===== src/hw/rtl/tep_pkg.sv =====
// tep_pkg: shared types and constants of the tile map edge probe
// no dependencies; used by tep_ctrl, tep_datapath and tilemap_edge_probe

package tep_pkg;

   // default map geometry
   localparam int MAP_COLS_DEF    = 128;
   localparam int MAP_ROWS_DEF    = 32;
   localparam int TILE_PIXELS_DEF = 16;

   // field widths of the request word
   localparam int IDX_W  = 12;
   localparam int VAL_W  = 8;
   localparam int POSX_W = 11;
   localparam int POSY_W = 9;
   localparam int OFS8_W = 8;
   localparam int SIDE_W = 2;
   localparam int CODE_W = 2;

   // pixel coordinates reach 2558 at most, tiles 639 at most (tiles of 4 pixels)
   localparam int COORD_W = 12;
   localparam int TILE_W  = 10;
   // fixed-point shift of the reciprocal used for pixel to tile conversion
   localparam int DIV_SHIFT = 20;

   // command codes
   localparam logic CMD_WRITE = 1'b0;
   localparam logic CMD_PROBE = 1'b1;

   // side codes
   localparam logic [SIDE_W-1:0] SIDE_BOTTOM = 2'd0;
   localparam logic [SIDE_W-1:0] SIDE_TOP    = 2'd1;
   localparam logic [SIDE_W-1:0] SIDE_LEFT   = 2'd2;
   localparam logic [SIDE_W-1:0] SIDE_RIGHT  = 2'd3;

   // controller to datapath
   typedef struct packed {
      logic capture;     // latch the request word
      logic clear_step;  // write zero at the clear counter and advance it
      logic tile_write;  // store the captured tile flag
      logic calc_coord;  // edge coordinates from the box
      logic calc_tile;   // pixel to tile conversion
      logic calc_term;   // address terms and bounds flags
      logic step;        // advance to the next sample
      logic respond;     // latch the hit code of the current sample
   } tep_cmd_type;

   // datapath to controller
   typedef struct packed {
      logic is_probe;    // captured word is a probe
      logic clear_done;  // clear counter at its last entry
      logic hit;         // current sample found a solid tile
      logic last;        // current sample is the last one on the edge
   } tep_status_type;

endpackage


===== src/hw/rtl/tep_ctrl.sv =====
// tep_ctrl: sequencing state machine of the edge probe
// depends on tep_pkg

module tep_ctrl (
   input  logic                    clock,
   input  logic                    reset,
   input  logic                    start,
   output logic                    busy,
   output logic                    rsp_valid,
   output tep_pkg::tep_cmd_type    cmd,
   input  tep_pkg::tep_status_type status
);

   typedef enum logic [7:0] {
      ST_CLEAR  = 8'b0000_0001,
      ST_IDLE   = 8'b0000_0010,
      ST_WRITE  = 8'b0000_0100,
      ST_COORD  = 8'b0000_1000,
      ST_TILE   = 8'b0001_0000,
      ST_TERM   = 8'b0010_0000,
      ST_READ   = 8'b0100_0000,
      ST_EVAL   = 8'b1000_0000
   } state_type;

   state_type state_ff;
   state_type state_in;
   logic      rsp_valid_ff;
   logic      rsp_valid_in;
   logic      accept;
   logic      finish;

   assign accept = start && (state_ff == ST_IDLE);
   assign finish = status.hit || status.last;

   always_comb begin
      state_in     = state_ff;
      rsp_valid_in = 1'b0;
      cmd          = '0;
      case (state_ff)
         ST_CLEAR: begin
            cmd.clear_step = 1'b1;
            if (status.clear_done) begin
               state_in = ST_IDLE;
            end
         end
         ST_IDLE: begin
            cmd.capture = start;
            if (accept) begin
               state_in = ST_WRITE;
            end
         end
         ST_WRITE: begin
            // captured word decides between a store and a probe
            if (status.is_probe) begin
               cmd.calc_coord = 1'b1;
               state_in       = ST_TILE;
            end else begin
               cmd.tile_write = 1'b1;
               state_in       = ST_IDLE;
            end
         end
         ST_COORD: begin
            cmd.calc_coord = 1'b1;
            state_in       = ST_TILE;
         end
         ST_TILE: begin
            cmd.calc_tile = 1'b1;
            state_in      = ST_TERM;
         end
         ST_TERM: begin
            cmd.calc_term = 1'b1;
            state_in      = ST_READ;
         end
         ST_READ: begin
            state_in = ST_EVAL;
         end
         ST_EVAL: begin
            if (finish) begin
               cmd.respond  = 1'b1;
               rsp_valid_in = 1'b1;
               state_in     = ST_IDLE;
            end else begin
               cmd.step = 1'b1;
               state_in = ST_READ;
            end
         end
         default: begin
            state_in = ST_IDLE;
         end
      endcase
   end

   always_ff @(posedge clock) begin
      if (reset) begin
         state_ff     <= ST_CLEAR;
         rsp_valid_ff <= 1'b0;
      end else begin
         state_ff     <= state_in;
         rsp_valid_ff <= rsp_valid_in;
      end
   end

   assign busy      = (state_ff != ST_IDLE);
   assign rsp_valid = rsp_valid_ff;

endmodule


===== config.mk =====
export PLATFORM = sky130hd
export DESIGN_NAME = tep_ctrl
export DESIGN_NICKNAME = d
export VERILOG_FILES = /design/src/hw/rtl/tep_pkg.sv /design/src/hw/rtl/tep_ctrl.sv
export SDC_FILE = /design/constraint.sdc
export NUM_CORES = 1
export LEC_CHECK = 0
export BUFFER_PORTS_ARGS = -buffer_cell sky130_fd_sc_hd__buf_2
export CAP_MARGIN = 30
export CORE_AREA = 2 2 39 41
export DETAILED_ROUTE_END_ITERATION = 16
export DIE_AREA = 0 0 41 43
export PLACE_DENSITY_LB_ADDON = 0.15
export SETUP_SLACK_MARGIN = 0.4
export SYNTH_ARGS = -nofsm -noshare
export SYNTH_HDL_FRONTEND = slang
export SYNTH_SLANG_ARGS = --single-unit

===== constraint.sdc =====
create_clock -name clock -period 2.1 [get_ports clock]
set_clock_uncertainty 0.2 [all_clocks]
set_input_delay 0.105 -clock clock [delete_from_list [all_inputs] [get_ports clock]]
set_output_delay 0.105 -clock clock [all_outputs]
set_load 0.01 [all_outputs]

==> reports/results.ini <==
[die]
io_pins=17
die-area_um2=1760
rows=14
start_util_pct=35.0
die_x_um=41
core-area_um2=1380
fp.dieH_um=43

[sta]
rsz0062_at_grt=true
setup_viol=0
finalHoldViolCount=0
period_share_pct=88.3
timing.hold.ws_ps=70.2
drv_slew=0
max_slew_margin_pct=80.7
max_freq_ghz=0.539
tns_ps=0
fin_crit_ps=1850
worstMarginPinSlew_ps=289

[setup_path]
crit_required_ps=1790
crit_type=register to output pin
startpoint_type=register
worstSetupEndpointType=output pin
crit_fanout=3
worstReg2RegStart=state_ff[2]
crit_arrival_ps=1550
startpoint=state_ff[2]

[clocking]
clockBufferDepth=2
cts_root_buf=clkbuf_4
clock_latency_ps=260
cts_tree=yes
clk_pin_slew_ps=50
cts_made_buffers=3
htree_num_levels=1
clkSinkCount=8

[outcome]
status=finished clean

[logic_synthesis]
synth_flop_cell=dfxtp_1
synth_top_area_cell=dfxtp_1
syn_avg_cell_area_um2=9.49
synthTopCellsByCount=dfxtp_1, nor2b_1, nor4b_1
syn_area_um2=484
syn_nets=58
seq_area_frac_synth_pct=33.1
synth.most_common_cell=dfxtp_1
synth_edf_count=0
ys_ff_latch=8
syn_inst=51
async_reset_ff_share_pct=0
ys_warn_count=0
synthTopCellsByArea=dfxtp_1, nor4b_1, nor3b_2, nor2b_1, and2b_1
ys_types=32
synth_top_area_share_pct=33.1

[grt]
grt_pass1_vias=463
grt_max_degree=8
grt_pass1_wl_um=1950
grtUsageTotal_pct=17.0
overflow=0
antenna_found_initial=0

[detailed_routing]
ant_nets=0
dr.pass1.iters=2
drtIter0Drc=2
via_per_inst=5.07
wire_per_inst_um=13.4
drc_errors=0
via_count=482
wl_um=1270

[power]
p_seq_share_pct=44.6
pwr_density_cell_nw_per_um2=490
pwr-share-comb_pct=21.8
p_leak_nw=0.342
p_switching_mw=0.0949
ir_drop_v=0.000397
internal-power_mw=0.266
switching_share_pct=26.3
clkPwrFrac_pct=33.6

[cells_and_area]
layout-drive-gt1-share_pct=57.0
finalNetCount=88
syn2layout_area_growth_pct=52.2
final_cells=95
nFillCells=139
n_antenna_cell=0

[place]
placed_cells=82
gp_congestion=0.764
io_buffers=16

[job]
maxCapViolCount=0

[worst_hold_path]
hp-class=primary input to register
hp-start=start

-- logic make-up after synthesis --
| family | after synthesis | share of synthesized area [%] |
|---|---|---|
| AND/OR/NAND/NOR | 33 | 52.5 |
| flip-flops | 8 | 33.1 |
| AO/OA/AOI/OAI | 6 | 9.56 |
| buffers and inverters | 3 | 3.10 |
| XOR/XNOR | 1 | 1.81 |
-- per-stage QoR --
step	area (um2)	power, mW	utilization [%]	setup WS (ps)
after floorplan	484	0.200	-	516
after global placement	577	0.218	41.7	422
after detailed placement	577	0.218	41.7	440
after CTS	717	0.359	51.8	220
after global routing	737	0.382	53.3	166
final	737	0.361	53.3	246
-- power groups by stage --
stage,Combinational [mW],Clock [mW],Sequential [mW]
6_report,0.0788,0.121,0.161
5_1_grt,0.0863,0.134,0.162
4_1_cts,0.0746,0.123,0.161
3_5_place_dp,0.0512,0,0.167
3_3_place_gp,0.0512,0,0.167
2_1_floorplan,0.0354,0,0.165
-- sequential cells by signal, indices dropped and copies added, names as in the netlist --
| name | cells |
|---|---|
| state_ff | 7 |
| rsp_valid | 1 |
-- metal layers --
layer	up-vias	GRT usage [%]	share of wire, %
met3	4	7.85	5.9
li1	245	-	-
met2	14	27.2	52
met4	0	8.00	2.0
met5	-	0	0
met1	219	17.7	39
-- worst max-delay path, cell delays in order (launching register included) --
cell and delay, ps:
dfxtp_4 340, or4_4 550, nor2_4 120, buf_4 120, nand2_1 40, buf_2 130
-- layout make-up --
class | instances | area (um2) | area share (%)
Inverter | 2 | 7.51 | 1.02
Multi-Input combinational cell | 40 | 337 | 45.7
Sequential cell | 8 | 173 | 23.4
Clock buffer | 3 | 22.5 | 3.06
Tap cell | 16 | 20.0 | 2.72
Timing Repair Buffer | 26 | 178 | 24.1
-- layout by cell type (no fill, tap or decap), types with 3 or more instances in the layout --
cell type,count
buf_2,14
buf_4,6
clkbuf_4,3
dfxtp_2,4
dlygate4sd3_1,4
nor2b_1,3
-- worst paths after layout --
kind | endpoint | slack (ps) | depth (start not counted)
max | busy | 250 | 5
min | state_ff[2] | 70 | 3
max reg2reg | state_ff[1] | 340 | 6
min reg2reg | state_ff[7] | 290 | 1
-- what timing repair did --
item | in CTS | in global routing
gates resized for setup | 11 | 4
pin swaps | 5 | 1
hold endpoints to repair | 5 | 0
cloned | 0 | 0
setup endpoints to repair | 7 | 12
hold buffers | 4 | 0
buffers inserted | 6 | 0
(Power assumes the default switching activity.)
