## src/hw/rtl/tep_pkg.sv

```systemverilog
// tep_pkg: shared types and constants of the tile map edge probe
// no dependencies; used by tep_ctrl, tep_datapath and tilemap_edge_probe

package tep_pkg;

   // default map geometry
   localparam int MAP_COLS_DEF    = 128;
   localparam int MAP_ROWS_DEF    = 32;
   localparam int TILE_PIXELS_DEF = 16;

   // field widths of the request word
   localparam int IDX_W  = 12;
   localparam int VAL_W  = 8;
   localparam int POSX_W = 11;
   localparam int POSY_W = 9;
   localparam int OFS8_W = 8;
   localparam int SIDE_W = 2;
   localparam int CODE_W = 2;

   // pixel coordinates reach 2558 at most, tiles 639 at most (tiles of 4 pixels)
   localparam int COORD_W = 12;
   localparam int TILE_W  = 10;
   // fixed-point shift of the reciprocal used for pixel to tile conversion
   localparam int DIV_SHIFT = 20;

   // command codes
   localparam logic CMD_WRITE = 1'b0;
   localparam logic CMD_PROBE = 1'b1;

   // side codes
   localparam logic [SIDE_W-1:0] SIDE_BOTTOM = 2'd0;
   localparam logic [SIDE_W-1:0] SIDE_TOP    = 2'd1;
   localparam logic [SIDE_W-1:0] SIDE_LEFT   = 2'd2;
   localparam logic [SIDE_W-1:0] SIDE_RIGHT  = 2'd3;

   // controller to datapath
   typedef struct packed {
      logic capture;     // latch the request word
      logic clear_step;  // write zero at the clear counter and advance it
      logic tile_write;  // store the captured tile flag
      logic calc_coord;  // edge coordinates from the box
      logic calc_tile;   // pixel to tile conversion
      logic calc_term;   // address terms and bounds flags
      logic step;        // advance to the next sample
      logic respond;     // latch the hit code of the current sample
   } tep_cmd_type;

   // datapath to controller
   typedef struct packed {
      logic is_probe;    // captured word is a probe
      logic clear_done;  // clear counter at its last entry
      logic hit;         // current sample found a solid tile
      logic last;        // current sample is the last one on the edge
   } tep_status_type;

endpackage

```

## src/hw/rtl/tep_datapath.sv

```systemverilog
// tep_datapath: request capture, edge geometry, sample walk and tile store ports
// depends on tep_pkg; drives the tep_ram ports

module tep_datapath #(
   parameter int MAP_COLS    = tep_pkg::MAP_COLS_DEF,
   parameter int MAP_ROWS    = tep_pkg::MAP_ROWS_DEF,
   parameter int TILE_PIXELS = tep_pkg::TILE_PIXELS_DEF,
   parameter int ADDR_W      = $clog2(MAP_COLS * MAP_ROWS)
) (
   input  logic                        clock,
   input  logic                        reset,
   input  tep_pkg::tep_cmd_type        cmd,
   output tep_pkg::tep_status_type     status,
   input  logic                        req_cmd,
   input  logic [tep_pkg::IDX_W-1:0]   req_tile_index,
   input  logic [tep_pkg::VAL_W-1:0]   req_tile_value,
   input  logic [tep_pkg::POSX_W-1:0]  req_pos_x,
   input  logic [tep_pkg::POSY_W-1:0]  req_pos_y,
   input  logic [tep_pkg::OFS8_W-1:0]  req_off_x,
   input  logic [tep_pkg::OFS8_W-1:0]  req_off_y,
   input  logic [tep_pkg::OFS8_W-1:0]  req_size_x,
   input  logic [tep_pkg::OFS8_W-1:0]  req_size_y,
   input  logic [tep_pkg::SIDE_W-1:0]  req_side,
   output logic                        ram_wr_en,
   output logic [ADDR_W-1:0]           ram_wr_addr,
   output logic                        ram_wr_data,
   output logic [ADDR_W-1:0]           ram_rd_addr_in,
   input  logic                        ram_rd_data_in,
   output logic [ADDR_W-1:0]           ram_rd_addr_out,
   input  logic                        ram_rd_data_out,
   output logic [tep_pkg::CODE_W-1:0]  rsp_hit_code
);

   localparam int COORD_W   = tep_pkg::COORD_W;
   localparam int TILE_W    = tep_pkg::TILE_W;
   localparam int LEN_W     = tep_pkg::OFS8_W;
   localparam int LIM_W     = TILE_W + 1;
   localparam int MAP_TILES = MAP_COLS * MAP_ROWS;
   localparam int RECIP     = ((1 << tep_pkg::DIV_SHIFT) + TILE_PIXELS - 1) / TILE_PIXELS;
   localparam int RECIP_W   = tep_pkg::DIV_SHIFT - 1;
   localparam int PROD_W    = COORD_W + RECIP_W;

   // pixel to tile by reciprocal multiply, exact for coordinates below 2**12
   function automatic logic [TILE_W-1:0] to_tile(input logic [COORD_W-1:0] c);
      logic [PROD_W-1:0] p;
      p = PROD_W'(c) * PROD_W'(RECIP);
      return p[tep_pkg::DIV_SHIFT +: TILE_W];
   endfunction

   function automatic logic [COORD_W-1:0] dec_sat(input logic [COORD_W-1:0] v);
      return (v == '0) ? '0 : v - COORD_W'(1);
   endfunction

   // captured request
   logic                       cmd_ff;
   logic [tep_pkg::IDX_W-1:0]  idx_ff;
   logic [tep_pkg::VAL_W-1:0]  val_ff;
   logic [tep_pkg::POSX_W-1:0] pos_x_ff;
   logic [tep_pkg::POSY_W-1:0] pos_y_ff;
   logic [LEN_W-1:0]           off_x_ff;
   logic [LEN_W-1:0]           off_y_ff;
   logic [LEN_W-1:0]           size_x_ff;
   logic [LEN_W-1:0]           size_y_ff;
   logic [tep_pkg::SIDE_W-1:0] side_ff;

   // edge geometry
   logic               horiz_ff;
   logic [LEN_W-1:0]   len_ff;
   logic [COORD_W-1:0] along_base_ff;
   logic [COORD_W-1:0] along_end_ff;
   logic [COORD_W-1:0] perp_in_ff;
   logic [COORD_W-1:0] perp_out_ff;
   logic               horiz_in;
   logic [LEN_W-1:0]   len_in;
   logic [COORD_W-1:0] along_base_in;
   logic [COORD_W-1:0] perp_in_in;
   logic [COORD_W-1:0] perp_out_in;
   logic [COORD_W-1:0] x0;
   logic [COORD_W-1:0] y0;

   // tile numbers
   logic [TILE_W-1:0] start_tile_ff;
   logic [TILE_W-1:0] end_tile_ff;
   logic [TILE_W-1:0] pin_tile_ff;
   logic [TILE_W-1:0] pout_tile_ff;

   // walk state
   logic [ADDR_W-1:0] pin_term_ff;
   logic [ADDR_W-1:0] pout_term_ff;
   logic [ADDR_W-1:0] end_term_ff;
   logic [ADDR_W-1:0] along_term_ff;
   logic [ADDR_W-1:0] along_term_in;
   logic [ADDR_W-1:0] stride;
   logic [TILE_W-1:0] along_tile_ff;
   logic [TILE_W-1:0] along_tile_in;
   logic              pin_ok_ff;
   logic              pout_ok_ff;
   logic [LEN_W-1:0]  ofs_ff;
   logic [LEN_W-1:0]  ofs_in;
   logic [LEN_W:0]    ofs_next;
   logic              along_ok;
   logic [tep_pkg::CODE_W-1:0] code;
   logic [tep_pkg::CODE_W-1:0] code_ff;

   // clear sweep
   logic [ADDR_W-1:0] clr_ff;
   logic              idx_in_map;

   always_ff @(posedge clock) begin
      if (cmd.capture) begin
         cmd_ff    <= req_cmd;
         idx_ff    <= req_tile_index;
         val_ff    <= req_tile_value;
         pos_x_ff  <= req_pos_x;
         pos_y_ff  <= req_pos_y;
         off_x_ff  <= req_off_x;
         off_y_ff  <= req_off_y;
         size_x_ff <= req_size_x;
         size_y_ff <= req_size_y;
         side_ff   <= req_side;
      end
   end

   // box corner, then the base coordinate along the edge and the inner and outer ones across it
   always_comb begin
      x0            = COORD_W'(pos_x_ff) + COORD_W'(off_x_ff);
      y0            = COORD_W'(pos_y_ff) + COORD_W'(off_y_ff);
      horiz_in      = (side_ff == tep_pkg::SIDE_BOTTOM) || (side_ff == tep_pkg::SIDE_TOP);
      len_in        = horiz_in ? size_x_ff : size_y_ff;
      along_base_in = horiz_in ? x0 : y0;
      case (side_ff)
         tep_pkg::SIDE_BOTTOM: begin
            perp_in_in  = y0 + COORD_W'(size_y_ff);
            perp_out_in = perp_in_in + COORD_W'(1);
         end
         tep_pkg::SIDE_TOP: begin
            perp_in_in  = y0;
            perp_out_in = dec_sat(y0);
         end
         tep_pkg::SIDE_LEFT: begin
            perp_in_in  = x0;
            perp_out_in = dec_sat(x0);
         end
         tep_pkg::SIDE_RIGHT: begin
            perp_in_in  = x0 + COORD_W'(size_x_ff);
            perp_out_in = perp_in_in + COORD_W'(1);
         end
         default: begin
            perp_in_in  = '0;
            perp_out_in = '0;
         end
      endcase
   end

   always_ff @(posedge clock) begin
      if (cmd.calc_coord) begin
         horiz_ff      <= horiz_in;
         len_ff        <= len_in;
         along_base_ff <= along_base_in;
         along_end_ff  <= along_base_in + COORD_W'(len_in);
         perp_in_ff    <= perp_in_in;
         perp_out_ff   <= perp_out_in;
      end
      if (cmd.calc_tile) begin
         start_tile_ff <= to_tile(along_base_ff);
         end_tile_ff   <= to_tile(along_end_ff);
         pin_tile_ff   <= to_tile(perp_in_ff);
         pout_tile_ff  <= to_tile(perp_out_ff);
      end
   end

   // horizontal edges step by one column, vertical ones by one row
   assign stride = horiz_ff ? ADDR_W'(1) : ADDR_W'(MAP_COLS);

   assign ofs_next = {1'b0, ofs_ff} + (LEN_W + 1)'(TILE_PIXELS);

   always_comb begin
      if (ofs_next <= {1'b0, len_ff}) begin
         ofs_in        = ofs_next[LEN_W-1:0];
         along_tile_in = along_tile_ff + TILE_W'(1);
         along_term_in = along_term_ff + stride;
      end else begin
         // closing sample sits on the far corner of the edge
         ofs_in        = len_ff;
         along_tile_in = end_tile_ff;
         along_term_in = end_term_ff;
      end
   end

   always_ff @(posedge clock) begin
      if (cmd.calc_term) begin
         ofs_ff        <= '0;
         along_tile_ff <= start_tile_ff;
         if (horiz_ff) begin
            pin_term_ff   <= ADDR_W'(pin_tile_ff) * ADDR_W'(MAP_COLS);
            pout_term_ff  <= ADDR_W'(pout_tile_ff) * ADDR_W'(MAP_COLS);
            along_term_ff <= ADDR_W'(start_tile_ff);
            end_term_ff   <= ADDR_W'(end_tile_ff);
            pin_ok_ff     <= {1'b0, pin_tile_ff} < LIM_W'(MAP_ROWS);
            pout_ok_ff    <= {1'b0, pout_tile_ff} < LIM_W'(MAP_ROWS);
         end else begin
            pin_term_ff   <= ADDR_W'(pin_tile_ff);
            pout_term_ff  <= ADDR_W'(pout_tile_ff);
            along_term_ff <= ADDR_W'(start_tile_ff) * ADDR_W'(MAP_COLS);
            end_term_ff   <= ADDR_W'(end_tile_ff) * ADDR_W'(MAP_COLS);
            pin_ok_ff     <= {1'b0, pin_tile_ff} < LIM_W'(MAP_COLS);
            pout_ok_ff    <= {1'b0, pout_tile_ff} < LIM_W'(MAP_COLS);
         end
      end else if (cmd.step) begin
         ofs_ff        <= ofs_in;
         along_tile_ff <= along_tile_in;
         along_term_ff <= along_term_in;
      end
   end

   // addresses wrap harmlessly when a tile lies off the map; the bounds flags mask them
   assign ram_rd_addr_in  = pin_term_ff + along_term_ff;
   assign ram_rd_addr_out = pout_term_ff + along_term_ff;

   assign along_ok = horiz_ff ? ({1'b0, along_tile_ff} < LIM_W'(MAP_COLS))
                              : ({1'b0, along_tile_ff} < LIM_W'(MAP_ROWS));

   assign code[0] = along_ok && pout_ok_ff && ram_rd_data_out;
   assign code[1] = along_ok && pin_ok_ff && ram_rd_data_in;

   always_ff @(posedge clock) begin
      if (cmd.respond) begin
         code_ff <= code;
      end
   end

   assign rsp_hit_code = code_ff;

   // clear sweep counter
   always_ff @(posedge clock) begin
      if (reset) begin
         clr_ff <= '0;
      end else if (cmd.clear_step) begin
         clr_ff <= clr_ff + ADDR_W'(1);
      end
   end

   assign idx_in_map = 32'(idx_ff) < 32'(MAP_TILES);

   assign ram_wr_en   = cmd.clear_step || (cmd.tile_write && idx_in_map);
   assign ram_wr_addr = cmd.clear_step ? clr_ff : ADDR_W'(idx_ff);
   assign ram_wr_data = cmd.clear_step ? 1'b0 : (val_ff != '0);

   assign status.is_probe   = (cmd_ff == tep_pkg::CMD_PROBE);
   assign status.clear_done = (clr_ff == ADDR_W'(MAP_TILES - 1));
   assign status.hit        = (code != '0);
   assign status.last       = (ofs_ff == len_ff);

endmodule

```

## config.mk

```make
export PLATFORM = sky130hd
export DESIGN_NAME = tep_datapath
export DESIGN_NICKNAME = d
export VERILOG_FILES = /design/src/hw/rtl/tep_pkg.sv /design/src/hw/rtl/tep_datapath.sv
export SDC_FILE = /design/constraint.sdc
export NUM_CORES = 1
export LEC_CHECK = 0
export ABC_AREA = 1
export BUFFER_PORTS_ARGS = -buffer_cell sky130_fd_sc_hd__buf_2
export CAP_MARGIN = 25
export CORE_MARGIN = 2
export CORE_UTILIZATION = 33
export DETAILED_ROUTE_END_ITERATION = 7
export GPL_TIMING_DRIVEN = 1
export SYNTH_ARGS = -nofsm -noshare
export SYNTH_HDL_FRONTEND = slang
export SYNTH_SLANG_ARGS = --single-unit
```

## constraint.sdc

```tcl
create_clock -name clock -period 6.04 [get_ports clock]
set_clock_uncertainty 0.15 [all_clocks]
set_input_delay 1.208 -clock clock [delete_from_list [all_inputs] [get_ports clock]]
set_output_delay 1.208 -clock clock [all_outputs]
set_load 0.01 [all_outputs]
```

==> results of run 1 <==
==> per-layer routing <==
metal	part of all wire (%)	track usage, %	up-vias
met5	0	0	-
met4	2.1	4.20	0
met3	5.0	2.49	47
met2	46	24.8	244
met1	46	19.3	4462
li1	-	-	5063
==> metrics by stage <==
stage | hold slack (ps) | utilization [%] | area [um2] | std cells
after global placement | 251 | 36.3 | 14300 | 2065
final | 265 | 38.5 | 15200 | 2111
after global routing | 272 | 38.5 | 15200 | 2111
after detailed placement | 255 | 36.4 | 14400 | 2066
after floorplan | 250 | - | 13100 | 1434
after CTS | 267 | 38.5 | 15200 | 2111
==> logic make-up (layout without fill, tap and decap cells) <==
| group | Yosys count | count (layout) | share of synthesized area [%] |
|---|---|---|---|
| and+or+nand+nor | 654 | 654 | 21.5 |
| buffers and inverters | 224 | 376 | 6.59 |
| DFF | 230 | 230 | 51.1 |
| xor gates and xnor gates | 54 | 54 | 3.89 |
| adders and majority gates | 88 | 88 | 8.73 |
| AOI/OAI and AO/OA | 184 | 184 | 8.20 |
==> report_power, final <==
group | switching (uW) | total (uW) | internal [uW]
clock network | 612 | 1530 | 923
registers | 134 | 2150 | 2010
logic | 1080 | 1720 | 635
total | 1830 | 5400 | 3570
==> sequential cells by signal (all words and copies together) (netlist names), 9 cells and up <==
name	flops
along_term_ff	12
clr_ff	12
end_term_ff	12
idx_ff	12
pin_term_ff	12
pout_term_ff	12
pos_x_ff	11
along_tile_ff	10
pos_y_ff	9
==> worst register-to-register path, stage by stage, from the launching register on <==
cell and delay [ps]:
edfxtp_1 370, ha_1 260, fa_1 430, nand3_1 120, nand2_1 90, nand3_1 100
nand3b_1 80, nand2_1 170, inv_1 100, ha_1 350, nand2_1 120, inv_1 50
a21oi_1 180, nand2_1 80, nand2_1 80, nand3_1 130, nand2_1 140, nand4_1 150
nor2_2 130, nand3_1 100, nand3_1 90, nand2_1 50
==> path summary, 6_finish.rpt <==
kind / end / slack (ps)
setup / recovery: ram_rd_addr_out[10] / 1800
hold / removal: start_tile_ff[2] / 260
setup reg to reg: perp_out_ff[10] / 2260
hold reg to reg: start_tile_ff[2] / 260
==> cell usage in the layout, fill, tap and decap left out, drive strengths merged <==
| master | count |
|---|---|
| a41oi | 2 |
| nand3 | 92 |
| a221oi | 2 |
| clkbuf | 35 |
| a21o | 4 |
| ha | 82 |
| o21a | 3 |
| o21bai | 3 |
| nor2 | 96 |
| o2111ai | 3 |
| or2 | 4 |
| and3 | 3 |
| clkinvlp | 1 |
| o211ai | 11 |
| clkinv | 5 |
| a21oi | 76 |
| inv | 198 |
| bufinv | 3 |
| nor3 | 12 |
| fa | 6 |
| nand3b | 11 |
| o31ai | 3 |
| a21boi | 2 |
| o21ai | 69 |
| nand2 | 415 |
| nor4 | 2 |
| buf | 134 |
| xnor2 | 18 |
| nand4 | 19 |
| o22ai | 4 |
| a211oi | 2 |
| edfxtp | 210 |
| dfxtp | 20 |
| xor2 | 36 |
==> final cells by class <==
cell class                      instances  area [um2]
Clock buffer                           35         684
Clock inverter                         10         143
Multi-Input combinational cell        980        5560
Sequential cell                       230        6710
Tap cell                              525         657
Inverter                              197         739
Fill cell                            3972       24300
Timing Repair Buffer                  134         691
==> impl_metrics.yaml, run 1 <==
run_status:
  status: "finished, final reports clean"
power:
  report.power.total_uw: 5400
  power.static_leakage_uw: 0.00692
  cellPowerDensity_mw_per_mm2: 355
  peakVddDrop_v: 0.000201
worst_setup_path:
  cp-end-kind: "output pin"
  critical-path-max-stage-delay_ps: 400
  startpoint: "along_term_ff[0]"
  worst_r2r_path_depth: 21
  crit_arrival_ps: 2880
  timing.critical_path.max_delay_family: "compound AO/OA/AOI/OAI gates"
  timing.critical_path.depth: 15
  start_kind: "flop"
  path_class: "reg2out"
  cp_slowest_cell: "fa_1"
  r2r_start: "pos_x_ff[0]"
  path_cells: "ha_1, inv_1, fa_1, o21ai_0, nand2_1, nand2_1, a21oi_1, o21ai_0, nand2_1, nand2_1, a21oi_1, inv_1, nand2_1, nand2_1, buf_2"
  crit_path_max_fanout: 3
  cpMostUsedCell: "nand2_1"
  cp.buffers_inverters: 3
  critPathRequiredTime_ps: 4680
placement:
  hpwlAfterDp_um: 23300
  placement.io_buffers: 130
  placer_congestion_estimate: 0.934
  place_worst_setup_slack_ps: 2320
die:
  floorplan.initialDensity_pct: 33.3
  placementRows: 73
  num_io_pins: 131
  design.die.area_mm2: 0.0414
  dieHeight_um: 203
  die_w_um: 203
  fp.coreArea_mm2: 0.0395
logic_synthesis:
  ys_async_sr_fraction_pct: 0
  synthDominantCellAreaShare_pct: 48.0
  synth_edf_count: 210
  leading_post_synthesis_cells_by_cell_area: "edfxtp_1 (48%), nand2_1 (11%), ha_1 (7.8%), inv_1 (5.3%), nand3_1 (3.3%)"
  synthFlopType: "edfxtp_1"
  synth.net_count: 1609
  synth_area_mm2: 0.0131
  yosysTopAreaCell: "edfxtp_1"
  synthTopCellsByCount: "nand2_1 (399), edfxtp_1 (210), inv_1 (185), nor2_1 (88), nand3_1 (87)"
  post_synth_num_cell_types: 51
  share_of_synthesized_area_occupied_by_flip_flops_and_latches_pct: 51.1
  netlist_instances: 1434
  synth_most_common_cell: "nand2_1"
  synthesis.area_per_instance_um2: 9.16
  synth-seq-cells: 230
  yosys_warnings: 0
worst_hold_path:
  origin_of_the_worst_min_delay_path: "along_base_ff[6]"
  whs_path_depth: 0
  hold_class: "reg2reg"
clocking:
  post_cts_hold_buffer_count: 0
  htree_num_levels: 1
  cts_post_setup_buffers_inserted: 0
  maximum_buffer_depth_of_the_clock_tree: 3
  cts_resized: 0
  cts_root_buf: "clkbuf_16"
  cts_tree: "done"
  numCtsBuffers: 26
  numClockSinks: 230
  clk_latency_ps: 540
  clock_transition_at_the_register_clock_pins_on_the_worst_setup_and_hold_paths_after_cts_ps: 60
timing:
  rsz0062_at_grt: "false"
  time_the_final_worst_path_needs_with_i_o_delays_and_setup_ps: 4240
  slew_headroom_pct: 36.8
  finalSetupTns_ps: 0
  maxSlewViolCount: 0
  fmax_mhz: 236
  layout_worst_path_cycle_share_pct: 70.2
  final_hold_violations: 0
  timing.final.setup_violations: 0
  worst-slew-pin-transition_ps: 948
  setup_slack_ps: 1800
global_route:
  grt_pass1_wl_um: 48900
  groute.usage.overall_pct: 14.6
  antenna_found_initial: 0
  globalRoute.totalOverflow: 0
  grt_pass1_vias: 9529
  grt_max_degree: 76
route:
  vias_per_cell: 4.65
  drt_iter0_markers: 636
  route.antenna.remaining_nets: 0
  vias: 9816
  drt_pass1_iterations: 5
  detail_route.wirelength_um: 30100
  wl_per_cell_um: 14.3
  drc: 0
layout:
  fin_nets: 1744
  area_growth_pct: 15.6
  layout-drive-gt1-share_pct: 13.9
  diodes: 0
run:
  maxCapViolCount: 0
Power figures use the tool's default switching activity.
==> inputs of run 2 (changes only) <==
clock period = 4.3 ns   (was 6.04 ns; I/O delays follow)
==> impl_metrics.yaml, run 2 (same netlist as run 1, synthesis figures left out) <==
layout:
  area_growth_pct: 16.5
  fin_nets: 1749
  instances_no_fill: 2119
  final_core_util_pct: 38.8
  finalInstanceArea_mm2: 0.0153
  layout_common_cells: "nand2_1 (399), edfxtp_1 (210), inv_1 (185)"
  mostFrequentLayoutCell: "nand2_1"
  layout-drive-gt1-share_pct: 14.7
  diodes: 0
placement:
  placement.io_buffers: 130
  hpwlAfterDp_um: 23100
  postPlaceCellArea_mm2: 0.0144
  placer_congestion_estimate: 0.891
  numPlacedInstances: 2070
power:
  peakVddDrop_v: 0.000367
  cellPowerDensity_mw_per_mm2: 506
  power.static_leakage_uw: 0.00699
clocking:
  cts_tree: "done"
  clk_latency_ps: 540
  post_cts_hold_buffer_count: 0
  clock_transition_at_the_register_clock_pins_on_the_worst_setup_and_hold_paths_after_cts_ps: 60
  htree_num_levels: 1
  numClockSinks: 230
  cts_post_setup_buffers_inserted: 0
  cts_resized: 0
  maximum_buffer_depth_of_the_clock_tree: 3
  cts_root_buf: "clkbuf_16"
  numCtsBuffers: 27
worst_setup_path:
  startpoint: "along_term_ff[0]"
  critPathRequiredTime_ps: 3290
  timing.critical_path.depth: 15
  r2r_end: "perp_out_ff[10]"
  r2r_start: "pos_x_ff[0]"
  critPathCapture: "ram_rd_addr_out[10]"
  timing.critical_path.max_delay_family: "compound AO/OA/AOI/OAI gates"
  cp_slowest_cell: "edfxtp_1"
  cp.buffers_inverters: 3
  worst_r2r_path_depth: 21
  crit_path_max_fanout: 3
  cp-end-kind: "output pin"
  critical-path-max-stage-delay_ps: 460
  path_class: "reg2out"
  ff2ff_setup_slack_ps: 530
  crit_arrival_ps: 2980
  start_kind: "flop"
  cpMostUsedCell: "nand2_1"
  path_cells: "ha_1, inv_1, fa_1, o21ai_0, nand2_1, nand2_1, a21oi_1, o21ai_0, nand2_1, nand2_1, a21oi_1, inv_1, nand2_1, nand2_1, buf_2"
timing:
  fmax_mhz: 250
  finalSetupTns_ps: 0
  timing.final.setup_violations: 0
  worst-slew-pin-transition_ps: 953
  time_the_final_worst_path_needs_with_i_o_delays_and_setup_ps: 3990
  maxSlewViolCount: 0
  layout_worst_path_cycle_share_pct: 92.9
  slew_headroom_pct: 36.5
  timing.hold.ws_ps: 262
  final_hold_violations: 0
  rsz0062_at_grt: "false"
global_route:
  grt_max_degree: 76
  gr-usage-met3_pct: 2.14
  grtUsageMet1_pct: 19.9
  groute.layer.met2.usage_pct: 23.7
  gr-max-usage-layer: "met2"
  globalRoute.totalOverflow: 0
  antenna_found_initial: 0
  groute.usage.overall_pct: 14.5
  grt_pass1_vias: 9442
  grt_pass1_wl_um: 48300
route:
  detail_route.wirelength_um: 30000
  vias_per_cell: 4.65
  drc: 0
  wl_per_cell_um: 14.1
  vias: 9854
  drt_pass1_iterations: 5
  drt_iter0_markers: 582
  route.antenna.remaining_nets: 0
die:
  num_io_pins: 131
  die_w_um: 203
  placementRows: 73
  design.die.area_mm2: 0.0414
  floorplan.initialDensity_pct: 33.3
  dieHeight_um: 203
  fp.coreArea_mm2: 0.0395
run_status:
  status: "finished, final reports clean"
run:
  maxCapViolCount: 0
worst_hold_path:
  hold_class: "reg2reg"
[run 2: worst min path at each step]
stage | start | endpoint | slack, ps | depth (start not counted)
global route | along_end_ff[11] | end_tile_ff[7] | 270 | 0
floorplan | along_end_ff[4] | end_tile_ff[0] | 250 | 0
finish | along_end_ff[11] | end_tile_ff[7] | 260 | 0
CTS | along_end_ff[11] | end_tile_ff[7] | 260 | 0
global placement | perp_in_ff[9] | pin_tile_ff[5] | 260 | 0
detailed placement | perp_in_ff[9] | pin_tile_ff[5] | 250 | 0
[run 2: area by class of cell]
type	count	area (um2)
clock buffers	32	694
clock inverters	17	211
fillers	3960	24200
inverters	197	739
multi-input cells	980	5560
flip-flops and latches	230	6710
well taps	525	657
repair buffers	138	733
[run 2: worst reg2reg max path, cell delays in order, from the launching register on]
cell	delay [ps]
edfxtp_1	370
ha_1	260
fa_1	430
nand3_1	120
nand2_1	80
nand3_1	90
nand3b_1	80
nand2_1	190
inv_1	120
ha_1	350
nand2_1	110
inv_1	40
a21oi_1	180
nand2_1	80
nand2_1	80
nand3_1	130
nand2_1	140
nand4_1	160
nor2_2	140
nand3_1	110
nand3_1	90
nand2_1	50
[run 2: report_power, final]
part / internal, uW / leakage (uW) / total [uW] / switching, uW
Combinational: 892 / 0.00428 / 2400 / 1500
Sequential: 2830 / 0.00227 / 3020 / 194
Clock: 1410 / 0.000440 / 2330 / 920
[run 2: routing by layer]
| metal | vias to the layer above | part of all wire [%] |
|---|---|---|
| met5 | - | 0 |
| li1 | 5086 | - |
| met1 | 4470 | 47 |
| met4 | 0 | 2.2 |
| met3 | 44 | 5.5 |
| met2 | 254 | 46 |
[run 2: stage by stage]
| step | total power (uW) | setup slack [ps] |
|---|---|---|
| floorplan | 4720 | 972 |
| global placement | 5430 | 637 |
| detailed placement | 5460 | 546 |
| CTS | 7840 | 227 |
| global route | 8280 | 9.09 |
| finish | 7740 | 305 |
